**config.mk**
```make
export PLATFORM = sky130hd
export DESIGN_NAME = integer_to_fibonacci_base_flat
export DESIGN_NICKNAME = d
export VERILOG_FILES = /design/src/rtl/core/fbase_pkg.sv /design/src/rtl/core/fbase_number_if.sv /design/src/rtl/core/fbase_digit_if.sv /design/src/rtl/core/fbase_datapath.sv /design/src/rtl/core/fbase_ctrl.sv /design/src/rtl/core/integer_to_fibonacci_base.sv /design/src/flat_wrapper.sv
export SDC_FILE = /design/constraint.sdc
export NUM_CORES = 1
export LEC_CHECK = 0
export ABC_AREA = 1
export BUFFER_PORTS_ARGS = -buffer_cell sky130_fd_sc_hd__buf_2
export CORE_ASPECT_RATIO = 1.1
export CORE_MARGIN = 8
export CORE_UTILIZATION = 50
export DETAILED_ROUTE_END_ITERATION = 16
export GPL_TIMING_DRIVEN = 0
export HOLD_SLACK_MARGIN = 0.06
export PLACE_DENSITY = 0.75
export SYNTH_ARGS = -nofsm -noshare
export SYNTH_HDL_FRONTEND = slang
export SYNTH_SLANG_ARGS = --single-unit
```
**constraint.sdc**
```tcl
create_clock -name clk -period 5.4 [get_ports clk]
set_input_delay 0.54 -clock clk [delete_from_list [all_inputs] [get_ports clk]]
set_output_delay 0.54 -clock clk [all_outputs]
set_load 0.02 [all_outputs]
```
**src/rtl/core/fbase_pkg.sv**
```systemverilog
// Shared types, constants and weight table for the Fibonacci-base encoder.
package fbase_pkg;

	localparam int VALUE_W       = 35;
	localparam int WEIGHT_W      = VALUE_W + 1;
	localparam int MAX_TERMS     = 64;
	localparam int MAX_IDX_W     = $clog2(MAX_TERMS);
	localparam int NUM_TERMS_DEF = 50;

	typedef logic [WEIGHT_W-1:0] weight_t;
	typedef weight_t weight_tbl_t [MAX_TERMS];

	typedef struct packed {
		logic start;
		logic special;
		logic step;
	} ctl_cmd_t;

	typedef struct packed {
		logic out_free;
		logic idx_zero;
		logic special;
	} dp_sts_t;

	// saturates so that any weight beyond the input range still compares as larger
	function automatic weight_t sat_weight(input logic [63:0] f);
		if ((f >> WEIGHT_W) != 64'd0) begin
			return '1;
		end
		return f[WEIGHT_W-1:0];
	endfunction

	function automatic weight_tbl_t fib_table();
		weight_tbl_t t;
		logic [63:0] f [MAX_TERMS];
		for (int i = 0; i < MAX_TERMS; i++) begin
			f[i] = (i < 2) ? 64'd1 : f[i-1] + f[i-2];
			t[i] = sat_weight(f[i]);
		end
		return t;
	endfunction

	function automatic weight_t weight_sum(input int n);
		logic [63:0] f [MAX_TERMS];
		logic [63:0] s;
		s = 64'd0;
		for (int i = 0; i < MAX_TERMS; i++) begin
			f[i] = (i < 2) ? 64'd1 : f[i-1] + f[i-2];
			if (i < n) begin
				s = s + f[i];
			end
		end
		return sat_weight(s);
	endfunction

	localparam weight_tbl_t FIB_WEIGHTS = fib_table();

endpackage

```
**src/rtl/core/fbase_number_if.sv**
```systemverilog
// Request channel carrying the integer to convert.
interface fbase_number_if;
	logic                           valid;
	logic                           ready;
	logic [fbase_pkg::VALUE_W-1:0]  value;

	modport source (output valid, output value, input ready);
	modport sink (input valid, input value, output ready);
endinterface

```
**src/rtl/core/fbase_digit_if.sv**
```systemverilog
// Request channel carrying one Fibonacci-base digit.
interface fbase_digit_if;
	logic valid;
	logic ready;
	logic digit;
	logic last;
	logic too_large;

	modport source (output valid, output digit, output last, output too_large, input ready);
	modport sink (input valid, input digit, input last, input too_large, output ready);
endinterface

```
**src/rtl/core/fbase_datapath.sv**
```systemverilog
// Remainder, weight index and output register of the Fibonacci-base encoder.
module fbase_datapath #(
	parameter int NUM_TERMS = fbase_pkg::NUM_TERMS_DEF
) (
	input  logic                          clk,
	input  logic                          arst_n,
	input  fbase_pkg::ctl_cmd_t           cmd,
	output fbase_pkg::dp_sts_t            sts,
	input  logic [fbase_pkg::VALUE_W-1:0] value,
	output logic                          out_valid,
	input  logic                          out_ready,
	output logic                          digit,
	output logic                          last,
	output logic                          too_large
);
	import fbase_pkg::*;

	localparam int      IDX_W = $clog2(NUM_TERMS);
	localparam weight_t W_SUM = weight_sum(NUM_TERMS);

	logic [VALUE_W-1:0] rem_q;
	logic [IDX_W-1:0]   idx_q;
	logic               started_q;
	logic               out_valid_q;
	logic               digit_q;
	logic               last_q;
	logic               too_large_q;

	weight_t            w_cur;
	logic               take;
	logic               emit;
	logic               idx_zero;
	logic               out_free;
	logic               is_zero;

	assign w_cur    = FIB_WEIGHTS[MAX_IDX_W'(idx_q)];
	assign take     = w_cur <= {1'b0, rem_q};
	assign emit     = started_q | take;
	assign idx_zero = idx_q == '0;
	assign out_free = !out_valid_q || out_ready;
	assign is_zero  = value == '0;

	assign sts.out_free = out_free;
	assign sts.idx_zero = idx_zero;
	assign sts.special  = is_zero || ({1'b0, value} > W_SUM);

	always_ff @(posedge clk or negedge arst_n) begin
		if (!arst_n) begin
			idx_q     <= '0;
			started_q <= 1'b0;
		end else if (cmd.start) begin
			idx_q     <= IDX_W'(NUM_TERMS - 1);
			started_q <= 1'b0;
		end else if (cmd.step) begin
			started_q <= emit;
			if (!idx_zero) begin
				idx_q <= idx_q - 1'b1;
			end
		end
	end

	always_ff @(posedge clk) begin
		if (cmd.start) begin
			rem_q <= value;
		end else if (cmd.step && take) begin
			rem_q <= rem_q - w_cur[VALUE_W-1:0];
		end
	end

	always_ff @(posedge clk or negedge arst_n) begin
		if (!arst_n) begin
			out_valid_q <= 1'b0;
		end else if (cmd.special || (cmd.step && emit)) begin
			out_valid_q <= 1'b1;
		end else if (out_ready) begin
			out_valid_q <= 1'b0;
		end
	end

	always_ff @(posedge clk) begin
		if (cmd.special) begin
			digit_q     <= 1'b0;
			last_q      <= 1'b1;
			too_large_q <= !is_zero;
		end else if (cmd.step && emit) begin
			digit_q     <= take;
			last_q      <= idx_zero;
			too_large_q <= 1'b0;
		end
	end

	assign out_valid = out_valid_q;
	assign digit     = digit_q;
	assign last      = last_q;
	assign too_large = too_large_q;

	a_flag_is_single: assert property (@(posedge clk) disable iff (!arst_n)
		(out_valid_q && too_large_q) |-> (last_q && !digit_q))
		else $error("flagged result not a lone zero digit");

	a_step_runs_to_zero: assert property (@(posedge clk) disable iff (!arst_n)
		(cmd.step && idx_zero) |-> emit)
		else $error("scan ended without emitting the final digit");

endmodule

```
**src/rtl/core/fbase_ctrl.sv**
```systemverilog
// Sequencing state machine of the Fibonacci-base encoder.
module fbase_ctrl (
	input  logic                clk,
	input  logic                arst_n,
	input  logic                in_valid,
	output logic                in_ready,
	input  fbase_pkg::dp_sts_t  sts,
	output fbase_pkg::ctl_cmd_t cmd
);
	import fbase_pkg::*;

	localparam logic ST_IDLE = 1'b0;
	localparam logic ST_RUN  = 1'b1;

	logic state_q;
	logic state_d;

	always_comb begin
		state_d     = state_q;
		in_ready    = 1'b0;
		cmd.start   = 1'b0;
		cmd.special = 1'b0;
		cmd.step    = 1'b0;
		case (state_q)
			ST_IDLE: begin
				in_ready = sts.out_free;
				if (in_valid && sts.out_free) begin
					if (sts.special) begin
						cmd.special = 1'b1;
					end else begin
						cmd.start = 1'b1;
						state_d   = ST_RUN;
					end
				end
			end
			ST_RUN: begin
				if (sts.out_free) begin
					cmd.step = 1'b1;
					if (sts.idx_zero) begin
						state_d = ST_IDLE;
					end
				end
			end
			default: begin
				state_d = ST_IDLE;
			end
		endcase
	end

	always_ff @(posedge clk or negedge arst_n) begin
		if (!arst_n) begin
			state_q <= ST_IDLE;
		end else begin
			state_q <= state_d;
		end
	end

	a_ready_only_idle: assert property (@(posedge clk) disable iff (!arst_n)
		in_ready |-> (state_q == ST_IDLE))
		else $error("request taken during a scan");

	a_step_needs_room: assert property (@(posedge clk) disable iff (!arst_n)
		(cmd.step || cmd.start || cmd.special) |-> sts.out_free)
		else $error("output register overwritten");

endmodule

```
**src/rtl/core/integer_to_fibonacci_base.sv**
```systemverilog
// Top level of the integer to Fibonacci-base (greedy Zeckendorf) encoder.
//
// number : request carrying a 35-bit unsigned value.
// digits : one request per digit, most significant first; leading zeros are
//          dropped and the digit of weight index 0 carries last. A zero value
//          gives one 0 digit; a value above the sum of all NUM_TERMS weights
//          gives one result with too_large set and digit 0.
// Timing: a conversion scans the weight table from index NUM_TERMS-1 down to
// 0, one compare and subtract per cycle while the output register has room;
// the zero and too-large cases skip the scan. The first digit is registered
// and appears in the cycle after the scan reaches the highest weight taken.
// A new value is taken only once the previous conversion has finished.
// Receiver stall: the scan waits whenever the output register is full and not
// being taken; no digit is lost. Reset empties the output register and returns
// the controller to idle; no clearing pass is needed.
module integer_to_fibonacci_base #(
	parameter int NUM_TERMS = fbase_pkg::NUM_TERMS_DEF
) (
	input  logic          clk,
	input  logic          arst_n,
	fbase_number_if.sink  number,
	fbase_digit_if.source digits
);
	import fbase_pkg::*;

	ctl_cmd_t cmd;
	dp_sts_t  sts;

	fbase_ctrl u_ctrl (
		.clk      (clk),
		.arst_n   (arst_n),
		.in_valid (number.valid),
		.in_ready (number.ready),
		.sts      (sts),
		.cmd      (cmd)
	);

	fbase_datapath #(
		.NUM_TERMS (NUM_TERMS)
	) u_datapath (
		.clk       (clk),
		.arst_n    (arst_n),
		.cmd       (cmd),
		.sts       (sts),
		.value     (number.value),
		.out_valid (digits.valid),
		.out_ready (digits.ready),
		.digit     (digits.digit),
		.last      (digits.last),
		.too_large (digits.too_large)
	);

endmodule

```
**src/flat_wrapper.sv**
```systemverilog
// flat-port wrapper written by rule: the top's interface ports become plain ports
module integer_to_fibonacci_base_flat import fbase_pkg::*;
#(
	parameter int NUM_TERMS = fbase_pkg::NUM_TERMS_DEF
)
  (clk, arst_n, number_valid, number_value, number_ready, digits_valid, digits_digit, digits_last, digits_too_large, digits_ready);
  fbase_number_if number_i ();
  fbase_digit_if digits_i ();
  input  logic clk;
  input  logic arst_n;
  input wire logic [$bits(number_i.valid)-1:0] number_valid;
  input wire logic [$bits(number_i.value)-1:0] number_value;
  output wire logic [$bits(number_i.ready)-1:0] number_ready;
  output wire logic [$bits(digits_i.valid)-1:0] digits_valid;
  output wire logic [$bits(digits_i.digit)-1:0] digits_digit;
  output wire logic [$bits(digits_i.last)-1:0] digits_last;
  output wire logic [$bits(digits_i.too_large)-1:0] digits_too_large;
  input wire logic [$bits(digits_i.ready)-1:0] digits_ready;
  assign number_i.valid = number_valid;
  assign number_i.value = number_value;
  assign number_ready = number_i.ready;
  assign digits_valid = digits_i.valid;
  assign digits_digit = digits_i.digit;
  assign digits_last = digits_i.last;
  assign digits_too_large = digits_i.too_large;
  assign digits_i.ready = digits_ready;
  integer_to_fibonacci_base #(.NUM_TERMS(NUM_TERMS)) u_core (.clk(clk), .arst_n(arst_n), .number(number_i), .digits(digits_i));
endmodule
```
* Yosys cells after proc, flatten, opt, wreduce, memory -nomap -nowiden
Memories as Yosys holds them, arrays and structs flattened. Index checks and enable logic that the tools add are counted. Widths: inputs -> output; s select.
Cells by class: add/subtract/negate cells 2, multipliers 0, divide/modulo/power cells 0, $lt $le $gt $ge 3, equal/unequal tests 1, shifts and indexed selects 0, muxes and demuxes 24, bitwise operators 3, reduce and logical (&&, ||, !) cells 15
Operators by type and width (count):
- $mux 36 | 2
- $mux 35 | 2
- $le 36x35->1 | 1
- $gt 35x35->1 const B | 1
- $logic_not 35->1 | 1
- $sub 35x35->35 | 1
- $mux 6 | 3
- $mux 1 | 14
- $reduce_bool 2->1 | 4
- $ge 7x7->1 const B | 1
- $not 6->7 | 1
- $logic_not 6->1 | 1
- $sub 6x1->6 const B | 1
- $mux 2 | 2
- $logic_and 1x1->1 | 3
- $logic_or 1x1->1 | 3
- $logic_not 1->1 | 2
- $ne 2x1->1 const B | 1
- $pmux 1 s2 | 1
- $reduce_and 2->1 | 1
- $not 1->1 | 1
- $or 1x1->1 | 1
Word-level totals: register bits after elaboration 47, bits in latches 0, memory bits (writable) 0, memory bits (read-only) 2304, input port bits 39, output and inout port bits 5, memories kept 1
Memory list:
- (no name shown) | depth 64, width 36, rd ports 1, clocked after memory_dff 0, write ports 0, RTL line fbase_datapath.sv:36 | assign w_cur = FIB_WEIGHTS[MAX_IDX_W'(idx_q)];

* Logic depth before layout (Yosys ltp)
Gate-level depths: netlist (run 1).
depth in word-level cells 9, gate-level depth with buffers 26, depth with buffers taken out 26

* Modules after synthesis
Synthesis (run 1) repeated with hierarchy kept, for this count alone.
Unflattened totals: cell total of the unflattened synthesis 1212, area, all modules 7449.6 um^2
By module, submodules not included:
- fbase_datapath | times used 1, cells each 1198, area each 7372.1 um^2, sequential area each 1321.3 um^2
- fbase_ctrl | times used 1, cells each 14, area each 77.6 um^2, sequential area each 25.0 um^2

* Worst setup path after synthesis (run 1)
No wires, ideal clock.
path kind flip-flop to flip-flop, from register u_core.u_datapath.idx_q[0], to register u_core.u_datapath.rem_q[0], enable pin, arrival 3.636 ns, required time 5.007 ns, slack 1.371 ns, cell stages (with the launch flop) 19, cell sequence dfrtp_1 > inv_1 > ha_1 > nor2_1 > inv_1 > nand2_1 > nand2_1 > o21ai_0 > a22oi_1 > and2_1 > ha_1 > nand2_1 > nor2_2 > inv_1 > nor3_1 > nand3_1 > nand2_1 > nand2_1 > nand2_1
On the way: cells in the longest elaborated chain, start to end 7
Ends and longest elaborated chain:
- start: declaration | RTL line fbase_datapath.sv:22 | logic [IDX_W-1:0] idx_q;
- start signal: assignment | RTL line fbase_datapath.sv:52 | idx_q <= IDX_W'(NUM_TERMS - 1);
- start signal: assignment | RTL line fbase_datapath.sv:57 | idx_q <= idx_q - 1'b1;
- $not 6->7 (implied by the code) | RTL line fbase_datapath.sv:36
- $mem_v2 64x36
- $mux 36 (implied by the code) (2 in a row) | RTL line fbase_datapath.sv:36
- $le 36x35->1 | RTL line fbase_datapath.sv:37 | assign take = w_cur <= {1'b0, rem_q};
- $logic_and 1x1->1 | RTL line fbase_datapath.sv:65 | end else if (cmd.step && take) begin
- $reduce_bool 2->1 (no source line)
- end signal: assignment | RTL line fbase_datapath.sv:64 | rem_q <= value;
- end signal: assignment | RTL line fbase_datapath.sv:66 | rem_q <= rem_q - w_cur[VALUE_W-1:0];
- end: declaration | RTL line fbase_datapath.sv:21 | logic [VALUE_W-1:0] rem_q;
No other way between the ends. The select of a mux whose other input is x is not followed. A chain may end at the register's enable or synchronous reset.

* Final worst setup path (run 1)
from register u_core.u_datapath.idx_q[0], to register u_core.u_datapath.rem_q[1], enable pin
The elaborated chain is that of the path after synthesis.

==> summary.md, run 1 <==
| Metric | Value |
|---|---|
| Setup crit end kind | flop |
| H-tree depth | 2 |
| Hold Buf Count CTS | 0 |
| Post-synthesis cell count | 1181 |
| Max frequency | 192.6 MHz |
| Share of layout cells above drive strength 1 | 8.333% |
| DR top layer | met4 |
| Max cap viols | 0 |
| Syn Area/Cell | 6.193 µm² |
| Die Span X | 131.3 µm |
| Synth async-reset ratio | 19.15% |
| # diodes | 0 |
| Syn nets | 1312 |
| DR WL met2 | 13490 µm |
| First-pass GRT wire length | 43720 µm |
| Initial core utilization | 50.83% |
| Synthesized area | 7315 µm² |
| Post-layout util | 55.54% |
| WL met1 | 11320 µm |
| Post-synth EDFFs | 36 |
| Vias in the first global route | 8055 |
| Wirelength per Cell | 19.96 µm |
| Synth cell types | 54 |
| Crit path max fanout | 35 |
| DR iter-0 viols | 856 |
| Initial antenna violation count | 0 |
| CTS tree | built |
| Required time of the critical path | 5370 ps |
| Placer Congestion | 1.077 |
| Slew Limit Fails | 0 |
| Post-route cell area | 7991 µm² |
| CTS clock-pin slew for the worst setup and hold paths | 70 ps |
| Detailed-route wire length | 28500 µm |
| Final hold vios | 0 |
| Crit Path Class | reg -> reg |
| I/O Buffers | 43 |
| Largest net degree at the start of global routing | 36 |
| Via count | 8208 |
| Rel. slew slack | 46.42% |
| Most frequent cells in the layout | 311 x nand2_1, 197 x inv_1, 129 x nor2_1, 90 x ha_1, 82 x a21oi_1 |
| Register Area | 1348 µm² |
| Layout fillers | 1529 |
| Synth Warn # | 0 |
| Layout area overhead | 9.254% |
| Total I/O pin count | 44 |
| Final min period | 5193 ps |
| Worst Setup Start Kind | flop |
| Dpl ws | -361.9 ps |
| Core Region | 14390 µm² |
| Worst-Margin Slew | 793.6 ps |
| Fin crit share | 96.17% |
| Antenna Nets Post-Route | 0 |
| Top FF cell, synth | edfxtp_1 |
| Area of the multi-input gates | 5062 µm² |
| Chip height | 142.9 µm |
| Vias/cell | 5.748 |
| Die area | 18760 µm² |
| Clock latency on the worst-skew pair | 320 ps |
| Metal3 WL | 1853 µm |
| Final Setup Violations | 0 |
| Total GRT Usage | 30.12% |
| Sequential area share after synthesis | 18.41% |
| Status | finished clean |
| Setup WS post-layout | 206.8 ps |
| Clk buf depth | 2 |
| Yosys reg bits | 47 |
| Final #Nets | 1366 |
| Final Skew | 22.70 ps |
| Post-DP HPWL | 23240 µm |
| Gr ovfl total | 0 |
| Pre-antenna DRT Iters | 5 |
| Area after DPL | 7772 µm² |
| Post-route DRC | 0 |
| Row cnt | 46 |
| Worst EP arrival | 5170 ps |
| CTS root buf | clkbuf_16 |
| Type of the worst min-delay path | in -> async |
| Sink Count | 47 |
| Commonest non-fill, non-tap cell in the layout | nand2_1 |
| Cts bufs inserted | 5 |
## per-stage QoR
stage	std cells	TNS, ps	hold WS [ps]
after floorplan	1181	0	244.4
after global placement	1416	-31790	396.6
after detailed placement	1416	-12510	407.3
after CTS	1425	0	79.35
after global routing	1428	-73.58	82.52
final	1428	0	75.99
## registers in the layout, summed over array words and instances (netlist names)
| signal | count |
|---|---|
| u_core.u_ctrl.state_q | 1 |
| u_core.u_datapath.idx_q | 6 |
| u_core.u_datapath.digit | 1 |
| u_core.u_datapath.out_valid | 1 |
| u_core.u_datapath.last | 1 |
| u_core.u_datapath.rem_q | 35 |
| u_core.u_datapath.too_large | 1 |
| u_core.u_datapath.started_q | 1 |
## logic make-up (layout without fill, tap and decap cells)
family,after synthesis,after routing,share of synthesized area [%]
compound gates,215,215,17.11
xor+xnor,21,21,2.515
fa+ha+maj,92,92,15.84
buf+inv,234,289,12.64
flops,47,47,18.41
simple gates,572,572,33.49
## final cells by class
class | instances | area share (%)
sequential | 47 | 16.86
inverter | 207 | 9.817
clock inverter | 2 | 0.1722
timing repair buffer | 47 | 3.069
clock buffer | 6 | 1.879
multi-input combinational | 900 | 63.35
tap | 192 | 3.006
buffer | 27 | 1.848
## cell usage after synthesis, types with 9 or more instances
cell,n,area [µm²]
ha_1,91,1139
nand2_1,312,1171
a21o_1,9,67.56
xor2_1,21,183.9
nand3b_1,13,97.59
o21a_1,11,82.58
nand3_1,64,320.3
dfrtp_1,9,225.2
inv_1,199,747.0
o21ai_0,64,320.3
buf_2,9,45.04
nor2_1,129,484.2
edfxtp_1,36,1081
nor3_1,17,85.08
nand4_1,12,75.07
a21oi_1,82,410.4
## what timing repair did
action                     in CTS  in global routing
buffers inserted                1                  3
gates resized for setup         3                  3
setup endpoints to repair      35                 35
## path summary, 6_finish.rpt
| check | startpoint | endpoint | slack (ps) | cells past startpoint |
|---|---|---|---|---|
| min in group clk | u_core.u_datapath.last | u_core.u_datapath.last | 460 | 2 |
| max | u_core.u_datapath.idx_q[0] | u_core.u_datapath.rem_q[1] | 210 | 18 |
| max in group asynchronous | arst_n | u_core.u_datapath.idx_q[1] | 5120 | 1 |
| max reg2reg | u_core.u_datapath.idx_q[0] | u_core.u_datapath.rem_q[1] | 210 | 18 |
| min reg2reg | u_core.u_datapath.last | u_core.u_datapath.last | 460 | 2 |
| min | arst_n | u_core.u_datapath.idx_q[0] | 80 | 1 |
## critical path, cell delays in order, from the launching register on
cell        delay [ps]
dfrtp_1            730
clkinvlp_4         220
ha_2               440
nor2_1             150
a21oi_1            380
nand2_1            160
o311ai_0           250
o311ai_0           270
nand2_1            200
inv_1               60
ha_1               360
nand2_1            120
nor2_1             280
nand4_1            200
nor2_1             250
nand3_1            160
nand2_1            110
nand2_1            150
nand2_8            310
## per-layer routing
layer / vias to the layer above / track usage [%]
met3: 94 / 4.041
met4: 0 / 20.39
met2: 379 / 52.11
li1: 3947 / -
met5: - / 0
met1: 3788 / 34.31
Power of run 1 is left out: the tool's default activity adds up to more than one toggle a clock period on the data nets, which glitch-free logic cannot reach.
==> run 2: changes to the inputs <==
RECOVER_POWER = 50   (was not set)
==> summary.md, run 2 (synthesized netlist as in run 1, its figures left out) <==
| Metric | Value |
|---|---|
| Cts bufs inserted | 5 (unchanged) |
| Gr ovfl total | 0 (unchanged) |
| Area after DPL | 7772 µm² (unchanged) |
| Die Span X | 131.3 µm (unchanged) |
| Setup crit end kind | flop (unchanged) |
| CP startpoint | u_core.u_datapath.idx_q[2] (was u_core.u_datapath.idx_q[0]) |
| Setup TNS | 0 ps (unchanged) |
| CTS root buf | clkbuf_16 (unchanged) |
| Fin crit share | 97.30% (was 96.17%) |
| Total GRT Usage | 30.12% (unchanged) |
| Rel. slew slack | 44.75% (was 46.42%) |
| Clock latency on the worst-skew pair | 310 ps (was 320 ps) |
| I/O Buffers | 43 (unchanged) |
| Area of the multi-input gates | 5039 µm² (was 5062 µm²) |
| Wirelength per Cell | 19.95 µm (was 19.96 µm) |
| Post-route DRC | 0 (unchanged) |
| Hold Buf Count CTS | 0 (unchanged) |
| Layout fillers | 1537 (was 1529) |
| Post-DP HPWL | 23240 µm (unchanged) |
| Largest net degree at the start of global routing | 36 (unchanged) |
| Most frequent cells in the layout | 311 x nand2_1, 198 x inv_1, 129 x nor2_1, 90 x ha_1, 82 x a21oi_1 (was 311 x nand2_1, 197 x inv_1, 129 x nor2_1, 90 x ha_1, 82 x a21oi_1) |
| Type of the worst min-delay path | in -> async (unchanged) |
| Largest register FFs | 35 (unchanged) |
| Pre-antenna DRT Iters | 8 (was 5) |
| Reg2reg start | u_core.u_datapath.idx_q[2] (was u_core.u_datapath.idx_q[0]) |
| Crit path max fanout | 35 (unchanged) |
| Slew Limit Fails | 0 (unchanged) |
| Core Region | 14390 µm² (unchanged) |
| Total I/O pin count | 44 (unchanged) |
| Antenna Nets Post-Route | 0 (unchanged) |
| Post-route cell area | 7949 µm² (was 7991 µm²) |
| Largest reg by FF count | u_core.u_datapath.rem_q (unchanged) |
| H-tree depth | 2 (unchanged) |
| Die area | 18760 µm² (unchanged) |
| Clk buf depth | 2 (unchanged) |
| Final #Nets | 1366 (unchanged) |
| Share of layout cells above drive strength 1 | 7.443% (was 8.333%) |
| Crit Path Class | reg -> reg (unchanged) |
| Commonest non-fill, non-tap cell in the layout | nand2_1 (unchanged) |
| Status | finished clean (unchanged) |
| Register Area | 1348 µm² (unchanged) |
| Setup WS post-layout | 145.7 ps (was 206.8 ps) |
| Worst Setup Start Kind | flop (unchanged) |
| First-pass GRT wire length | 43720 µm (unchanged) |
| Max frequency | 190.3 MHz (was 192.6 MHz) |
| # diodes | 0 (unchanged) |
| Final Setup Violations | 0 (unchanged) |
| Sink Count | 47 (unchanged) |
| FF-to-FF setup slack | 150 ps (was 210 ps) |
| CTS tree | built (unchanged) |
| Placer Congestion | 1.077 (unchanged) |
| Final hold vios | 0 (unchanged) |
| CTS clock-pin slew for the worst setup and hold paths | 70 ps (about the same) |
| Critical path destination | u_core.u_datapath.rem_q[1] (unchanged) |
| Required time of the critical path | 5380 ps (was 5370 ps) |
| Layout area overhead | 8.673% (was 9.254%) |
| Detailed-route wire length | 28500 µm (about the same) |
| Initial antenna violation count | 0 (unchanged) |
| Final min period | 5254 ps (was 5193 ps) |
| Dpl ws | -361.9 ps (unchanged) |
| Via count | 8221 (was 8208) |
| Max cap viols | 0 (unchanged) |
| Vias/cell | 5.757 (was 5.748) |
| Row cnt | 46 (unchanged) |
| Regs by FF count | u_core.u_datapath.rem_q: 35 flops, u_core.u_datapath.idx_q: 6 flops (unchanged) |
| Chip height | 142.9 µm (unchanged) |
| R2R depth | 17 (was 18) |
| Final Skew | 17.68 ps (was 22.70 ps) |
| Worst-Margin Slew | 818.4 ps (was 793.6 ps) |
| Worst EP arrival | 5230 ps (was 5170 ps) |
| Hold WS | 175.4 ps (was 75.99 ps) |
| Initial core utilization | 50.83% (unchanged) |
| Vias in the first global route | 8055 (unchanged) |
| DR iter-0 viols | 882 (was 856) |
| Worst reg2reg path endpoint | u_core.u_datapath.rem_q[1] (unchanged) |
-- run 2: cell count changes in the layout (fill, tap and decap cells not counted), sizes merged --
cell / previous run / this run
buf: 67 / 60
clkbuf: 13 / 20
-- run 2: area by class of cell --
| type | instances | area share (%) |
|---|---|---|
| Tap cell | 192 | 3.022 |
| Timing Repair Buffer | 47 | 2.991 |
| Clock inverter | 2 | 0.1731 |
| Multi-Input combinational cell | 900 | 63.39 |
| Sequential cell | 47 | 16.95 |
| Clock buffer | 6 | 1.889 |
| Buffer | 27 | 1.716 |
| Inverter | 207 | 9.869 |
-- run 2: critical path: stages, from the launching register on --
cell and delay [ps]:
dfrtp_1 680, buf_2 360, inv_1 120, buf_2 250, ha_1 250, o311ai_0 740, o311ai_0 280, nand2_1 190
inv_1 60, ha_1 360, nand2_1 120, nor2_1 290, nand4_1 210, nor2_1 250, nand3_1 160, nand2_1 110
nand2_1 150, nand2_8 310
-- run 2: worst min-delay path by stage --
stage                start                         end  slack [ps]  depth (start not counted)
CTS                 arst_n  u_core.u_datapath.idx_q[4]          80                          1
floorplan           arst_n       u_core.u_ctrl.state_q         240                          0
finish              arst_n       u_core.u_ctrl.state_q         180                          1
detailed placement  arst_n  u_core.u_datapath.idx_q[4]         410                          1
global placement    arst_n       u_core.u_ctrl.state_q         400                          1
global route        arst_n  u_core.u_datapath.idx_q[0]         210                          1
-- run 2: metrics by stage --
step	utilization, %	instances
2_1_floorplan	-	1181
3_3_place_gp	54.00	1416
3_5_place_dp	54.02	1416
4_1_cts	55.28	1425
5_1_grt	55.24	1428
6_report	55.24	1428
-- run 2: routing by layer --
metal	vias up	global-route usage [%]	share of wire [%]
met3	89	4.041	6.3
li1	3943	-	-
met2	399	52.11	48
met4	0	20.39	6.0
met1	3790	34.31	40
met5	-	0	0
-- run 2: timing repair --
action                     4_1_cts  5_1_grt
hold endpoints to repair         0        0
setup endpoints to repair       35       35
gates resized for setup          3        3
setup buffers                    1        3
cloned                           0        0
Power of run 2 is left out for the same reason.
==> run 3: changes to the inputs <==
CORE_UTILIZATION = 45   (was 50)
CTS_BUF_LIST = sky130_fd_sc_hd__clkbuf_8 sky130_fd_sc_hd__clkbuf_16   (was not set)
PLACE_DENSITY = 0.69   (was 0.75)
==> summary.md, run 3 (synthesized netlist as in run 1, its figures left out) <==
| Metric | Value |
|---|---|
| Met2 usage | 47.61% (was 52.11%) |
| Type of the worst min-delay path | in -> async (unchanged) |
| Initial core utilization | 45.36% (was 50.83%) |
| Gr busiest metal | met2 (unchanged) |
| CTS clock-pin slew for the worst setup and hold paths | 80 ps (was 70 ps) |
| Worst EP arrival | 5200 ps (was 5230 ps) |
| Final Setup Violations | 0 (unchanged) |
| Final Skew | 13.67 ps (was 17.68 ps) |
| I/O Buffers | 43 (unchanged) |
| Via count | 8266 (was 8221) |
| Post-route DRC | 0 (unchanged) |
| Fin crit share | 96.74% (was 97.30%) |
| Cts bufs inserted | 5 (unchanged) |
| Worst-Margin Slew | 1110 ps (was 818.4 ps) |
| Area after DPL | 7787 µm² (was 7772 µm²) |
| DR iter-0 viols | 832 (was 882) |
| Initial antenna violation count | 0 (unchanged) |
| Total GRT Usage | 27.90% (was 30.12%) |
| Largest net degree at the start of global routing | 36 (unchanged) |
| Max cap viols | 0 (unchanged) |
| Vias in the first global route | 7984 (was 8055) |
| Row cnt | 49 (was 46) |
| Placer Congestion | 0.9808 (was 1.077) |
| Vias/cell | 5.740 (was 5.757) |
| CTS tree | built (unchanged) |
| Die area | 20590 µm² (was 18760 µm²) |
| Layout area overhead | 8.792% (was 8.673%) |
| Die Span X | 137.6 µm (was 131.3 µm) |
| Gr ovfl total | 0 (unchanged) |
| Clock latency on the worst-skew pair | 310 ps (about the same) |
| Final min period | 5224 ps (was 5254 ps) |
| Worst path slowest cell | dfrtp_2 (was o311ai_0) |
| Crit path max fanout | 35 (unchanged) |
| M1 GR Usage | 33.16% (was 34.31%) |
| Unrepaired setup endpoints after global routing | false |
| Wirelength per Cell | 19.70 µm (was 19.95 µm) |
| Antenna Nets Post-Route | 0 (unchanged) |
| CP cell instances | inv_1 -> ha_1 -> nor2_1 -> a21oi_1 -> nand2_1 -> o311ai_0 -> o311ai_0 -> nand2_1 -> inv_1 -> ha_1 -> nand2_1 -> nor2_1 -> nand4_1 -> nor2_1 -> nand3_1 -> nand2_1 -> nand2_1 -> nand2_8 (was buf_2 -> inv_1 -> buf_2 -> ha_1 -> o311ai_0 -> o311ai_0 -> nand2_1 -> inv_1 -> ha_1 -> nand2_1 -> nor2_1 -> nand4_1 -> nor2_1 -> nand3_1 -> nand2_1 -> nand2_1 -> nand2_8) |
| Critical Path Most Common Cell | nand2_1 (unchanged) |
| Sink Count | 47 (unchanged) |
| Largest reg by FF count | u_core.u_datapath.rem_q (unchanged) |
| Share of layout cells above drive strength 1 | 7.443% (unchanged) |
| Layout fillers | 1789 (was 1537) |
| Pre-antenna DRT Iters | 6 (was 8) |
| Total I/O pin count | 44 (unchanged) |
| CTS root buf | clkbuf_16 (unchanged) |
| First-pass GRT wire length | 43760 µm (was 43720 µm) |
| Status | finished clean (unchanged) |
| Final #Nets | 1366 (unchanged) |
| Met3 Usage GRT | 3.828% (was 4.041%) |
| Worst Setup Start Kind | flop (unchanged) |
| Detailed-route wire length | 28370 µm (was 28500 µm) |
| Crit Path Class | reg -> reg (unchanged) |
| Required time of the critical path | 5370 ps (was 5380 ps) |
| Commonest non-fill, non-tap cell in the layout | nand2_1 (unchanged) |
| Rel. slew slack | 25.23% (was 44.75%) |
| Core Region | 16120 µm² (was 14390 µm²) |
| # diodes | 0 (unchanged) |
| Post-route cell area | 7958 µm² (was 7949 µm²) |
| Regs by FF count | u_core.u_datapath.rem_q: 35 flops, u_core.u_datapath.idx_q: 6 flops (unchanged) |
| H-tree depth | 2 (unchanged) |
| Slowest cell delay on critical path | 570 ps (was 740 ps) |
| Setup crit end kind | flop (unchanged) |
| Slew Limit Fails | 0 (unchanged) |
| Final hold vios | 0 (unchanged) |
| Most frequent cells in the layout | 311 x nand2_1, 198 x inv_1, 129 x nor2_1, 91 x ha_1, 82 x a21oi_1 (was 311 x nand2_1, 198 x inv_1, 129 x nor2_1, 90 x ha_1, 82 x a21oi_1) |
| Clk buf depth | 2 (unchanged) |
| Chip height | 149.7 µm (was 142.9 µm) |
| Post-DP HPWL | 23360 µm (was 23240 µm) |
| Max frequency | 191.4 MHz (was 190.3 MHz) |
| Largest register FFs | 35 (unchanged) |
-- run 3: final timing paths --
path                            depth (start not counted)  slack [ps]                  startpoint                     endpoint
max in group asynchronous                               1        4910                      arst_n   u_core.u_datapath.idx_q[1]
min in group clk                                        2         460      u_core.u_datapath.last       u_core.u_datapath.last
worst min-delay path                                    1         150                      arst_n  u_core.u_datapath.out_valid
worst max register to register                         18         180  u_core.u_datapath.idx_q[1]   u_core.u_datapath.rem_q[4]
worst min register to register                          2         460      u_core.u_datapath.last       u_core.u_datapath.last
worst max-delay path                                   18         180  u_core.u_datapath.idx_q[1]   u_core.u_datapath.rem_q[4]
-- run 3: through the flow --
| step | setup slack (ps) | hold WS, ps | instances | utilization, % | setup TNS, ps |
|---|---|---|---|---|---|
| finish | 175.9 | 147.2 | 1440 | 49.35 | 0 |
| floorplan | 1371 | 244.4 | 1181 | - | 0 |
| CTS | 34.46 | 65.27 | 1436 | 49.41 | 0 |
| global placement | -947.0 | 400.2 | 1428 | 48.28 | -32980 |
| detailed placement | -300.7 | 402.0 | 1428 | 48.30 | -10370 |
| global route | 3.153 | 195.0 | 1440 | 49.35 | 0 |
-- run 3: layout make-up --
| class | count | area [µm²] | area share, % |
|---|---|---|---|
| Inverter | 207 | 780.7 | 9.811 |
| Buffer | 27 | 128.9 | 1.620 |
| Timing Repair Buffer | 47 | 237.7 | 2.987 |
| Sequential cell | 47 | 1349 | 16.95 |
| Tap cell | 204 | 255.2 | 3.208 |
| Multi-Input combinational cell | 900 | 5041 | 63.35 |
| Clock buffer | 6 | 150.1 | 1.887 |
| Clock inverter | 2 | 15.01 | 0.1887 |
-- run 3: worst max-delay path, delay by kind of cell, from the launching register on --
family | cells | cell delay [ps]
compound gates | 3 | 910
fa+ha+maj | 2 | 880
buf+inv | 2 | 360
simple gates | 11 | 2140
flops | 1 | 570
-- run 3: what timing repair did --
item,CTS,global route
hold buffers,0,0
endpoints found under the setup margin,35,40
gates resized for setup,2,3
hold endpoints to repair,0,0
setup buffers,0,4
-- run 3: layer usage --
metal	wire, µm	part of all wire, %	up-vias
li1	-	-	3950
met1	11430	40	3762
met2	13520	48	432
met3	1811	6.4	122
met4	1610	5.7	0
met5	0	0	-
Power of run 3 is left out for the same reason.
